==> src/rtl/twd_pkg.sv <==
// Shared types and constants of the twiddle PID gain tuner.
package twd_pkg;

   localparam int NUM_GAINS = 3;
   localparam int ERR_BITS = 16;
   localparam int GAIN_BITS = 32;
   localparam int STEP_BITS = 32;
   localparam int SUM_BITS = 48;
   localparam int QUOT_BITS = 29;
   localparam int CSR_IDX_BITS = 3;
   localparam int CSR_DATA_BITS = 32;

   // Register indexes of the configuration port.
   localparam logic [CSR_IDX_BITS-1:0] CSR_TOLERANCE = 3'd0;
   localparam logic [CSR_IDX_BITS-1:0] CSR_SETTLE_STEPS = 3'd1;
   localparam logic [CSR_IDX_BITS-1:0] CSR_EVAL_STEPS = 3'd2;
   localparam logic [CSR_IDX_BITS-1:0] CSR_START_KP = 3'd3;
   localparam logic [CSR_IDX_BITS-1:0] CSR_START_KI = 3'd4;
   localparam logic [CSR_IDX_BITS-1:0] CSR_START_KD = 3'd5;
   localparam logic [CSR_IDX_BITS-1:0] CSR_START_STEP_PD = 3'd6;
   localparam logic [CSR_IDX_BITS-1:0] CSR_START_STEP_I = 3'd7;

   // Gain selectors.
   localparam logic [1:0] GAIN_P = 2'd0;
   localparam logic [1:0] GAIN_I = 2'd1;
   localparam logic [1:0] GAIN_D = 2'd2;

   // Register values after reset.
   localparam logic [30:0] TOLERANCE_RESET = 31'd3355443;
   localparam logic [9:0] SETTLE_RESET = 10'd100;
   localparam logic [9:0] EVAL_RESET = 10'd700;
   localparam logic [31:0] START_GAIN_RESET = 32'd0;
   localparam logic [30:0] START_STEP_PD_RESET = 31'd167772;
   localparam logic [30:0] START_STEP_I_RESET = 31'd168;

   // ceil(2^35 / 10): x * RECIP_10 >> 35 is x / 10 for every 32-bit x.
   localparam logic [31:0] RECIP_10 = 32'hCCCC_CCCD;

   typedef struct packed {
      logic signed [ERR_BITS-1:0] cross_error;
   } twd_req_type;

   typedef struct packed {
      logic signed [GAIN_BITS-1:0] gain_p;
      logic signed [GAIN_BITS-1:0] gain_i;
      logic signed [GAIN_BITS-1:0] gain_d;
      logic [1:0] gain_index;
      logic tuning_done;
   } twd_rsp_type;

   // Precomputed step-size updates for the gain under tuning.
   typedef struct packed {
      logic [STEP_BITS-1:0] grow;
      logic [STEP_BITS-1:0] shrink;
      logic grow_done;
      logic shrink_done;
   } twd_scale_type;

endpackage

==> src/rtl/twd_chan_if.sv <==
// Valid/ready channel interfaces for error samples and gain results.
interface twd_req_if import twd_pkg::*; ();
   logic valid;
   logic ready;
   twd_req_type payload;

   modport source (output valid, output payload, input ready);
   modport sink (input valid, input payload, output ready);
endinterface

interface twd_rsp_if import twd_pkg::*; ();
   logic valid;
   logic ready;
   twd_rsp_type payload;

   modport source (output valid, output payload, input ready);
   modport sink (input valid, input payload, output ready);
endinterface

==> src/rtl/twd_step_scale.sv <==
// Two-stage unit that precomputes dp*1.1, dp*0.9 and their stop checks.
module twd_step_scale import twd_pkg::*; (
   input logic clock,
   input logic [STEP_BITS-1:0] step_cur,
   input logic [STEP_BITS+1:0] step_others,
   input logic [30:0] tolerance,
   output twd_scale_type scale
);

   logic [2*STEP_BITS-1:0] product;
   logic [QUOT_BITS-1:0] quot_ff;
   logic [QUOT_BITS-1:0] quot_in;
   logic [STEP_BITS-1:0] dp_ff;
   logic [STEP_BITS+2:0] slack_ff;
   logic [STEP_BITS+2:0] slack_in;
   logic [STEP_BITS-1:0] ten_quot;
   logic [STEP_BITS:0] grow_sum;
   logic exact;
   twd_scale_type scale_ff;
   twd_scale_type scale_in;

   // Stage one: quotient by reciprocal multiply, room left under the tolerance.
   always_comb begin
      product = step_cur * RECIP_10;
      quot_in = product[2*STEP_BITS-1:35];
      slack_in = {4'b0, tolerance} - {1'b0, step_others};
   end

   always_ff @(posedge clock) begin
      quot_ff <= quot_in;
      dp_ff <= step_cur;
      slack_ff <= slack_in;
   end

   // Stage two: dp + dp/10 saturated, and dp - ceil(dp/10).
   always_comb begin
      ten_quot = {quot_ff, 3'b000} + {2'b00, quot_ff, 1'b0};
      exact = (ten_quot == dp_ff);
      grow_sum = {1'b0, dp_ff} + {4'b0, quot_ff};
      scale_in.grow = grow_sum[STEP_BITS] ? '1 : grow_sum[STEP_BITS-1:0];
      scale_in.shrink = dp_ff - {3'b0, quot_ff} - {{(STEP_BITS-1){1'b0}}, !exact};
      scale_in.grow_done = !slack_ff[STEP_BITS+2] &&
                           ({3'b0, scale_in.grow} <= slack_ff);
      scale_in.shrink_done = !slack_ff[STEP_BITS+2] &&
                             ({3'b0, scale_in.shrink} <= slack_ff);
   end

   always_ff @(posedge clock) begin
      scale_ff <= scale_in;
   end

   assign scale = scale_ff;

endmodule

==> src/rtl/twiddle_pid_gain_tuner_core.sv <==
// Top level of the twiddle PID gain tuner: sample windows, decisions and result buffer.
//
//   channel  | dir | handshake          | contents
//   req_chan | in  | valid/ready        | cross_error, signed Q8.8
//   rsp_chan | out | valid/ready        | gain_p/i/d Q8.24, gain_index, tuning_done
//   csr_*    | in  | csr_we, no ready   | csr_index selects register, csr_wdata
//
// One transaction per cycle is accepted while req_chan is ready; each produces one registered result.
// The per-sample state update (square, 48-bit sum, decision) is done in the accept cycle.
// Step-size scaling runs in a two-stage side unit that is settled before any decision uses it.
// Synchronous reset and any register write restart the tuner from the register values.
// A two-entry output buffer keeps req_chan ready while one result waits on a stall.
module twiddle_pid_gain_tuner_core import twd_pkg::*; #(
   parameter int COUNT_BITS = 11
) (
   input logic clock,
   input logic reset,
   twd_req_if.sink req_chan,
   twd_rsp_if.source rsp_chan,
   input logic csr_we,
   input logic [CSR_IDX_BITS-1:0] csr_index,
   input logic [CSR_DATA_BITS-1:0] csr_wdata
);

   localparam int CMP_BITS = (COUNT_BITS > 11) ? COUNT_BITS : 11;
   localparam logic [COUNT_BITS-1:0] CNT_MAX = '1;

   // Configuration registers.
   logic [30:0] tolerance_ff, tolerance_in;
   logic [9:0] settle_ff, settle_in;
   logic [9:0] eval_ff, eval_in;
   logic [31:0] start_kp_ff, start_kp_in;
   logic [31:0] start_ki_ff, start_ki_in;
   logic [31:0] start_kd_ff, start_kd_in;
   logic [30:0] step_pd_ff, step_pd_in;
   logic [30:0] step_i_ff, step_i_in;

   // Values that a restart loads.
   logic restart;
   logic [9:0] ld_settle;
   logic [31:0] ld_kp, ld_ki, ld_kd;
   logic [30:0] ld_step_pd, ld_step_i;

   // Tuner state.
   logic [COUNT_BITS-1:0] count_ff, count_in;
   logic [SUM_BITS-1:0] err_sum_ff, err_sum_in;
   logic [SUM_BITS-1:0] best_ff, best_in;
   logic [STEP_BITS-1:0] step_ff [NUM_GAINS];
   logic [STEP_BITS-1:0] step_in [NUM_GAINS];
   logic signed [GAIN_BITS-1:0] gain_ff [NUM_GAINS];
   logic signed [GAIN_BITS-1:0] gain_in [NUM_GAINS];
   logic [1:0] index_ff, index_in;
   logic tried_ff, tried_in;
   logic apply_ff, apply_in;
   logic first_ff, first_in;

   // Datapath.
   logic accept;
   logic [CMP_BITS-1:0] cnt_ext, settle_ext, limit_ext;
   logic [10:0] limit;
   logic at_max, in_settle, in_eval;
   logic signed [2*ERR_BITS-1:0] sq_signed;
   logic [2*ERR_BITS-1:0] sq;
   logic [SUM_BITS:0] sum_next;
   logic [STEP_BITS+1:0] step_total;
   logic [STEP_BITS+1:0] step_others;
   logic done_now, done_next;
   logic [STEP_BITS-1:0] dp;
   logic signed [GAIN_BITS-1:0] gain_k;
   logic signed [GAIN_BITS+2:0] gain_plus, gain_minus;
   logic signed [GAIN_BITS-1:0] gain_plus_sat, gain_minus_sat;
   logic [1:0] index_next;
   logic gain_wr, step_wr;
   logic signed [GAIN_BITS-1:0] gain_new;
   logic [STEP_BITS-1:0] step_new;
   twd_scale_type scale;
   twd_rsp_type result;

   // Output buffer.
   logic out_valid_ff, skid_valid_ff;
   twd_rsp_type out_ff, skid_ff;
   logic take;

   function automatic logic signed [GAIN_BITS-1:0] sat_gain(
      input logic signed [GAIN_BITS+2:0] value
   );
      logic [3:0] top;
      begin
         top = value[GAIN_BITS+2:GAIN_BITS-1];
         if (top == 4'b0000 || top == 4'b1111) begin
            sat_gain = value[GAIN_BITS-1:0];
         end else if (value[GAIN_BITS+2]) begin
            sat_gain = {1'b1, {(GAIN_BITS-1){1'b0}}};
         end else begin
            sat_gain = {1'b0, {(GAIN_BITS-1){1'b1}}};
         end
      end
   endfunction

   // Configuration writes.
   always_comb begin
      tolerance_in = tolerance_ff;
      settle_in = settle_ff;
      eval_in = eval_ff;
      start_kp_in = start_kp_ff;
      start_ki_in = start_ki_ff;
      start_kd_in = start_kd_ff;
      step_pd_in = step_pd_ff;
      step_i_in = step_i_ff;
      if (csr_we) begin
         case (csr_index)
            CSR_TOLERANCE: tolerance_in = csr_wdata[30:0];
            CSR_SETTLE_STEPS: settle_in = csr_wdata[9:0];
            CSR_EVAL_STEPS: eval_in = csr_wdata[9:0];
            CSR_START_KP: start_kp_in = csr_wdata;
            CSR_START_KI: start_ki_in = csr_wdata;
            CSR_START_KD: start_kd_in = csr_wdata;
            CSR_START_STEP_PD: step_pd_in = csr_wdata[30:0];
            CSR_START_STEP_I: step_i_in = csr_wdata[30:0];
            default: ;
         endcase
      end
   end

   always_ff @(posedge clock) begin
      if (reset) begin
         tolerance_ff <= TOLERANCE_RESET;
         settle_ff <= SETTLE_RESET;
         eval_ff <= EVAL_RESET;
         start_kp_ff <= START_GAIN_RESET;
         start_ki_ff <= START_GAIN_RESET;
         start_kd_ff <= START_GAIN_RESET;
         step_pd_ff <= START_STEP_PD_RESET;
         step_i_ff <= START_STEP_I_RESET;
      end else begin
         tolerance_ff <= tolerance_in;
         settle_ff <= settle_in;
         eval_ff <= eval_in;
         start_kp_ff <= start_kp_in;
         start_ki_ff <= start_ki_in;
         start_kd_ff <= start_kd_in;
         step_pd_ff <= step_pd_in;
         step_i_ff <= step_i_in;
      end
   end

   // A restart sees the register values as they are after the write.
   always_comb begin
      restart = reset || csr_we;
      ld_settle = reset ? SETTLE_RESET : settle_in;
      ld_kp = reset ? START_GAIN_RESET : start_kp_in;
      ld_ki = reset ? START_GAIN_RESET : start_ki_in;
      ld_kd = reset ? START_GAIN_RESET : start_kd_in;
      ld_step_pd = reset ? START_STEP_PD_RESET : step_pd_in;
      ld_step_i = reset ? START_STEP_I_RESET : step_i_in;
   end

   assign accept = req_chan.valid && req_chan.ready;
   assign req_chan.ready = !skid_valid_ff;

   // Window position of this sample.
   always_comb begin
      limit = {1'b0, settle_ff} + {1'b0, eval_ff};
      cnt_ext = CMP_BITS'(count_ff);
      settle_ext = CMP_BITS'(settle_ff);
      limit_ext = CMP_BITS'(limit);
      at_max = (count_ff == CNT_MAX);
      in_settle = (cnt_ext <= settle_ext) && !at_max;
      in_eval = !in_settle && (cnt_ext <= limit_ext) && !at_max;
   end

   always_comb begin
      sq_signed = req_chan.payload.cross_error * req_chan.payload.cross_error;
      sq = $unsigned(sq_signed);
      sum_next = {1'b0, err_sum_ff} + {{(SUM_BITS+1-2*ERR_BITS){1'b0}}, sq};
   end

   // Gain under tuning and its step size.
   always_comb begin
      case (index_ff)
         GAIN_P: begin
            dp = step_ff[0];
            gain_k = gain_ff[0];
         end
         GAIN_I: begin
            dp = step_ff[1];
            gain_k = gain_ff[1];
         end
         GAIN_D: begin
            dp = step_ff[2];
            gain_k = gain_ff[2];
         end
         default: begin
            dp = step_ff[0];
            gain_k = gain_ff[0];
         end
      endcase
   end

   always_comb begin
      step_total = {2'b00, step_ff[0]} + {2'b00, step_ff[1]} + {2'b00, step_ff[2]};
      step_others = step_total - {2'b00, dp};
      done_now = (step_total <= {3'b000, tolerance_ff});
      gain_plus = {{3{gain_k[GAIN_BITS-1]}}, gain_k} + {3'b000, dp};
      gain_minus = {{3{gain_k[GAIN_BITS-1]}}, gain_k} - {2'b00, dp, 1'b0};
      gain_plus_sat = sat_gain(gain_plus);
      gain_minus_sat = sat_gain(gain_minus);
      index_next = (index_ff == GAIN_D) ? GAIN_P : index_ff + 2'd1;
   end

   twd_step_scale u_step_scale (
      .clock(clock),
      .step_cur(dp),
      .step_others(step_others),
      .tolerance(tolerance_ff),
      .scale(scale)
   );

   // Per-sample update: count, accumulate, or (while tuning is not done) take one twiddle decision.
   always_comb begin
      count_in = count_ff;
      err_sum_in = err_sum_ff;
      best_in = best_ff;
      index_in = index_ff;
      tried_in = tried_ff;
      apply_in = apply_ff;
      first_in = first_ff;
      gain_wr = 1'b0;
      step_wr = 1'b0;
      gain_new = gain_plus_sat;
      step_new = scale.grow;
      done_next = done_now;
      if (in_settle) begin
         count_in = count_ff + COUNT_BITS'(1);
      end else if (in_eval) begin
         err_sum_in = sum_next[SUM_BITS] ? '1 : sum_next[SUM_BITS-1:0];
         count_in = count_ff + COUNT_BITS'(1);
      end else if (!done_now) begin
         if (apply_ff) begin
            if (first_ff) begin
               best_in = err_sum_ff;
               first_in = 1'b0;
            end
            gain_wr = 1'b1;
            count_in = '0;
            err_sum_in = '0;
            apply_in = 1'b0;
         end else if (err_sum_ff < best_ff) begin
            best_in = err_sum_ff;
            step_wr = 1'b1;
            index_in = index_next;
            tried_in = 1'b0;
            apply_in = 1'b1;
            done_next = scale.grow_done;
         end else if (!tried_ff) begin
            gain_wr = 1'b1;
            gain_new = gain_minus_sat;
            count_in = '0;
            err_sum_in = '0;
            tried_in = 1'b1;
         end else begin
            gain_wr = 1'b1;
            step_wr = 1'b1;
            step_new = scale.shrink;
            index_in = index_next;
            tried_in = 1'b0;
            apply_in = 1'b1;
            done_next = scale.shrink_done;
         end
      end
      for (int i = 0; i < NUM_GAINS; i++) begin
         gain_in[i] = (gain_wr && index_ff == 2'(i)) ? gain_new : gain_ff[i];
         step_in[i] = (step_wr && index_ff == 2'(i)) ? step_new : step_ff[i];
      end
   end

   always_ff @(posedge clock) begin
      if (restart) begin
         count_ff <= (CMP_BITS'(ld_settle) >= CMP_BITS'(CNT_MAX)) ?
                     CNT_MAX : COUNT_BITS'(ld_settle);
         err_sum_ff <= '0;
         best_ff <= '1;
         step_ff[0] <= {1'b0, ld_step_pd};
         step_ff[1] <= {1'b0, ld_step_i};
         step_ff[2] <= {1'b0, ld_step_pd};
         gain_ff[0] <= ld_kp;
         gain_ff[1] <= ld_ki;
         gain_ff[2] <= ld_kd;
         index_ff <= GAIN_P;
         tried_ff <= 1'b0;
         apply_ff <= 1'b1;
         first_ff <= 1'b1;
      end else if (accept) begin
         count_ff <= count_in;
         err_sum_ff <= err_sum_in;
         best_ff <= best_in;
         step_ff <= step_in;
         gain_ff <= gain_in;
         index_ff <= index_in;
         tried_ff <= tried_in;
         apply_ff <= apply_in;
         first_ff <= first_in;
      end
   end

   always_comb begin
      result.gain_p = gain_in[0];
      result.gain_i = gain_in[1];
      result.gain_d = gain_in[2];
      result.gain_index = index_in;
      result.tuning_done = done_next;
   end

   // Output register with one skid entry behind it.
   assign take = out_valid_ff && rsp_chan.ready;

   always_ff @(posedge clock) begin
      if (reset) begin
         out_valid_ff <= 1'b0;
         skid_valid_ff <= 1'b0;
      end else if (!out_valid_ff || take) begin
         if (skid_valid_ff) begin
            out_valid_ff <= 1'b1;
            skid_valid_ff <= accept;
         end else begin
            out_valid_ff <= accept;
         end
      end else if (accept) begin
         skid_valid_ff <= 1'b1;
      end
   end

   always_ff @(posedge clock) begin
      if (!out_valid_ff || take) begin
         if (skid_valid_ff) begin
            out_ff <= skid_ff;
            if (accept) begin
               skid_ff <= result;
            end
         end else if (accept) begin
            out_ff <= result;
         end
      end else if (accept) begin
         skid_ff <= result;
      end
   end

   assign rsp_chan.valid = out_valid_ff;
   assign rsp_chan.payload = out_ff;

endmodule
==> src/flat_wrapper.sv <==
// flat-port wrapper written by rule: the top's interface ports become plain ports
module twiddle_pid_gain_tuner_core_flat import twd_pkg::*;
#(
   parameter int COUNT_BITS = 11
)
  (clock, reset, csr_we, csr_index, csr_wdata, req_chan_valid, req_chan_payload, req_chan_ready, rsp_chan_valid, rsp_chan_payload, rsp_chan_ready);
  twd_req_if req_chan_i ();
  twd_rsp_if rsp_chan_i ();
  input logic clock;
  input logic reset;
  input logic csr_we;
  input logic [CSR_IDX_BITS-1:0] csr_index;
  input logic [CSR_DATA_BITS-1:0] csr_wdata;
  input wire logic [$bits(req_chan_i.valid)-1:0] req_chan_valid;
  input wire logic [$bits(req_chan_i.payload)-1:0] req_chan_payload;
  output wire logic [$bits(req_chan_i.ready)-1:0] req_chan_ready;
  output wire logic [$bits(rsp_chan_i.valid)-1:0] rsp_chan_valid;
  output wire logic [$bits(rsp_chan_i.payload)-1:0] rsp_chan_payload;
  input wire logic [$bits(rsp_chan_i.ready)-1:0] rsp_chan_ready;
  assign req_chan_i.valid = req_chan_valid;
  assign req_chan_i.payload = req_chan_payload;
  assign req_chan_ready = req_chan_i.ready;
  assign rsp_chan_valid = rsp_chan_i.valid;
  assign rsp_chan_payload = rsp_chan_i.payload;
  assign rsp_chan_i.ready = rsp_chan_ready;
  twiddle_pid_gain_tuner_core #(.COUNT_BITS(COUNT_BITS)) u_core (.clock(clock), .reset(reset), .req_chan(req_chan_i), .rsp_chan(rsp_chan_i), .csr_we(csr_we), .csr_index(csr_index), .csr_wdata(csr_wdata));
endmodule
==> config.mk <==
export PLATFORM = sky130hd
export DESIGN_NAME = twiddle_pid_gain_tuner_core_flat
export DESIGN_NICKNAME = d
export VERILOG_FILES = /design/src/rtl/twd_pkg.sv /design/src/rtl/twd_chan_if.sv /design/src/rtl/twd_step_scale.sv /design/src/rtl/twiddle_pid_gain_tuner_core.sv /design/src/flat_wrapper.sv
export SDC_FILE = /design/constraint.sdc
export NUM_CORES = 2
export LEC_CHECK = 0
export ABC_CLOCK_PERIOD_IN_PS = 12400
export BUFFER_PORTS_ARGS = -buffer_cell sky130_fd_sc_hd__buf_4
export CAP_MARGIN = 20
export CORE_UTILIZATION = 35
export DETAILED_ROUTE_END_ITERATION = 12
export GPL_ROUTABILITY_DRIVEN = 1
export GPL_TIMING_DRIVEN = 0
export SLEW_MARGIN = 10
export SYNTH_ARGS = -nofsm -noshare
export SYNTH_HDL_FRONTEND = slang
export SYNTH_SLANG_ARGS = --single-unit
==> constraint.sdc <==
create_clock -name clock -period 12.4 [get_ports clock]
set_input_delay 0.62 -clock clock [delete_from_list [all_inputs] [get_ports clock]]
set_output_delay 0.62 -clock clock [all_outputs]
set_load 0.02 [all_outputs]
==> results.md <==
- Status: complete, no violations
- Critical Path Most Common Cell: fa_1
- Reg2reg start: u_core.index_ff[0]$_SDFFE_PP0P_
- Synthesized net count: slightly above 10000
- Final TNS setup: 0 ns
- Clk_lat worst skew: 0.77 ns
- Via density per instance: around 5.4
- Area Overhead vs Synth: 11.9%
- Warnings, synthesis: 0
- Hold-fix buffers at CTS: 0
- Skew final: 0.0412 ns
- Synth top cells by count: inv_1, ha_1, nand2_1, fa_1, a21oi_1
- FP Rows: 175
- Die boundary height: 480 µm
- Antenna violations before repair: 19
- Worst path max stage delay: 0.91 ns
- Crit share post-route: between 90% and 100%
- Core area: 0.227 mm²
- Iteration-0 DRC count of the detailed router: 6424
- Final Critical Period: around 12 ns
- Share of the synthesized area in the top cell type: between 15 and 20%
- Crit path launch type: flip-flop
- Crit path to: u_core.u_step_scale.quot_ff[28]$_DFF_P_
- DR WL/cell: between 20 and 25 µm
- Routed wire length: 289000 µm
- FFs w/ async S/R, synth: 0%
- PortBufs: approximately 140
- Setup bufs post-CTS: 0
- DRC viols: 0
- GP Congestion: 0.986
- Final setup violation count: 0
- Max transition margin: 17.0%
- Clock tree buffer depth: 3
- HPWL Detailed: 238000 µm
- Layout cells sized above 1: 6.29%
- Crit. Startpoint: u_core.index_ff[0]$_SDFFE_PP0P_
- Vias: 65300
- Largest family of logic cells by synthesized area: adder cells
- Count leader, synth: inv_1
- Largest cells by area after synthesis: fa_1, edfxtp_1, ha_1
- Register area share after synthesis: 26.9%
- Initial core utilization: a little over a third
- Xor/xnor share of the synthesized area: 4.14%
- Least-Margin Pin Slew: 1.25 ns
- Hold wc startpoint: csr_wdata[24]
- WP data arrival: 12.59 ns
- R2R depth: 32
- Post-Syn Area: 0.0800 mm²
- RSZ-0062 raised after global routing: false
- Clock Pin Slew Worst Setup and Hold Paths: 0.06 ns
- Total track usage: 24.7%
- Largest area contributor in the netlist: fa_1
- Compound-gate portion of the synthesized area: 16.1%
- Fin. Hold Viols: 0
- Die X: 480 µm
- Setup slack, reg-to-reg: 0.43 ns
- Final Net Count: roughly 11000
- CTS resizes: 0
- Sink Count: 875
- Congestion Overflow GR: 0
- Max-slew violation count: 0
- Worst setup EP type: flip-flop
- Root Driver: clkbuf_16
- Critical Path Slowest Stage Cell: clkbuf_1
- FMAX: ~0.084 GHz
- Io pins: 157
- Number of flops mapped to enable cells by yosys: 398
- CTS tree: built
- Mean Syn Cell Area: around 9 µm²
- Area share of and/or/nand/nor cells after synthesis: 11.0%
- Largest net degree at the start of global routing: 54
- Hold Path Class: in -> reg
- Yosys reg bits: 875
- First-pass GRT wire length: 424000 µm
- Post-synth top flop: dfxtp_1
- R2r endpoint: u_core.u_step_scale.quot_ff[28]$_DFF_P_
- Distinct cells, synth: 97
- Htree depth: 3
- Vias in the first global route: 65200
- Number of detailed-route iterations in the first pass: 7
- Number of fill cells: between 20000 and 25000
- Required @ worst endpoint: ~13 ns
- Num CTS Buffers: 98
- Die footprint: 0.230 mm²
- Remaining antenna violation count: 0
- Cells after synthesis: 8625
- Proportion of synthesized area in mux cells: 2.76%
- Synth Area in Adders: 31.4%
- Crit-path max FO: 10
- Setup Crit Path Kind: reg -> reg
- Max Cap Viol: 0
kinds of logic (layout without fill, tap and decap cells):
| logic type | Yosys count | count (layout) |
|---|---|---|
| AOI/OAI and AO/OA | 1980 | 1980 |
| xor gates and xnor gates | 378 | 378 |
| adders and majority gates | 1607 | 1607 |
| buffers and inverters | 1628 | 1999 |
| DFF | 875 | 875 |
| muxes | 209 | 209 |
| other | 0 | 9 |
| and+or+nand+nor | 1948 | 1948 |
routing by layer:
layer | up-vias | global-route usage (%) | share of wire (%)
met5 | - | 0 | 0.024
met3 | 548 | 3.88 | 7.4
met2 | 2558 | 38.2 | 43
li1 | 30000 | - | -
met1 | 32200 | 33.4 | 44
met4 | 10 | 12.7 | 5.9
per-stage QoR:
step	instances	worst slack (ns)	utilization, %	hold slack, ns	area (µm²)
5_1_grt	12000	0.272	39.4	0.158	89400
3_3_place_gp	11800	-0.580	37.3	0.448	84800
6_report	12000	0.431	39.4	0.179	89500
4_1_cts	12000	0.515	39.3	0.132	89400
3_5_place_dp	11800	0.537	37.8	0.451	85900
2_1_floorplan	8625	3.64	-	0.389	80000
worst min path at each step:
stage	slack (ns)	cells past startpoint	to
2_1_floorplan	0.39	1	u_core.u_step_scale.scale[1]$_DFF_P_
5_1_grt	0.16	3	u_core.tolerance_ff[25]$_SDFFE_PP0P_
6_report	0.18	3	u_core.tolerance_ff[24]$_SDFFE_PP0P_
4_1_cts	0.13	3	u_core.tolerance_ff[25]$_SDFFE_PP0P_
3_5_place_dp	0.45	2	u_core.step_pd_ff[25]$_DFF_P_
3_3_place_gp	0.45	2	u_core.step_pd_ff[22]$_DFF_P_
layout by cell type (no fill, tap or decap), types with 58 or more instances in the layout:
cell	count
inv_1	1339
ha_1	944
nand2_1	770
fa_1	663
a21oi_1	608
nor2_1	511
dfxtp_1	477
edfxtp_1	398
o21ai_0	287
xnor2_1	278
clkbuf_1	244
a21o_1	207
buf_4	150
mux2i_1	146
o21a_1	127
nand3_1	122
and2_1	102
clkbuf_16	102
xor2_1	100
a31oi_1	90
o211ai_1	90
o31ai_1	83
nor3_1	78
nand2b_1	75
nand4_1	74
a211oi_1	72
a22oi_1	69
mux2_2	58
critical path: cells and delay by family, from the launching register on:
kind	cells	cell delay, ns
DFF	1	0.37
xor gates and xnor gates	1	0.12
buffers and inverters	8	2.55
adders and majority gates	10	4.80
and+or+nand+nor	4	0.74
AOI/OAI and AO/OA	9	3.21
sequential cells by signal, summed over array words and instances, names as in the netlist, 29 cells and up:
register / count
u_core.rsp_chan.payload: 99
u_core.skid_ff: 99
u_core.gain_ff: 96
u_core.step_ff: 96
u_core.u_step_scale.scale: 66
u_core.best_ff: 48
u_core.err_sum_ff: 48
u_core.u_step_scale.slack_ff: 35
u_core.start_kd_ff: 32
u_core.start_ki_ff: 32
u_core.start_kp_ff: 32
u_core.u_step_scale.dp_ff: 32
u_core.step_i_ff: 31
u_core.step_pd_ff: 31
u_core.tolerance_ff: 31
u_core.u_step_scale.quot_ff: 29
layout make-up:
| type | count | area, µm² | share of cell area (%) |
|---|---|---|---|
| buffer | 287 | 1160 | 1.29 |
| clock buffer | 133 | 2790 | 3.12 |
| timing repair buffer | 186 | 1840 | 2.06 |
| inverter | 1341 | 5030 | 5.63 |
| antenna | 9 | 22.5 | 0.0252 |
| multi-input combinational | 6122 | 52600 | 58.8 |
| clock inverter | 52 | 716 | 0.800 |
| tap | 3009 | 3760 | 4.21 |
| sequential | 875 | 21500 | 24.0 |
Power is not shown: default switching activity piles up to over one toggle a cycle in this logic, so the estimate is an artifact.
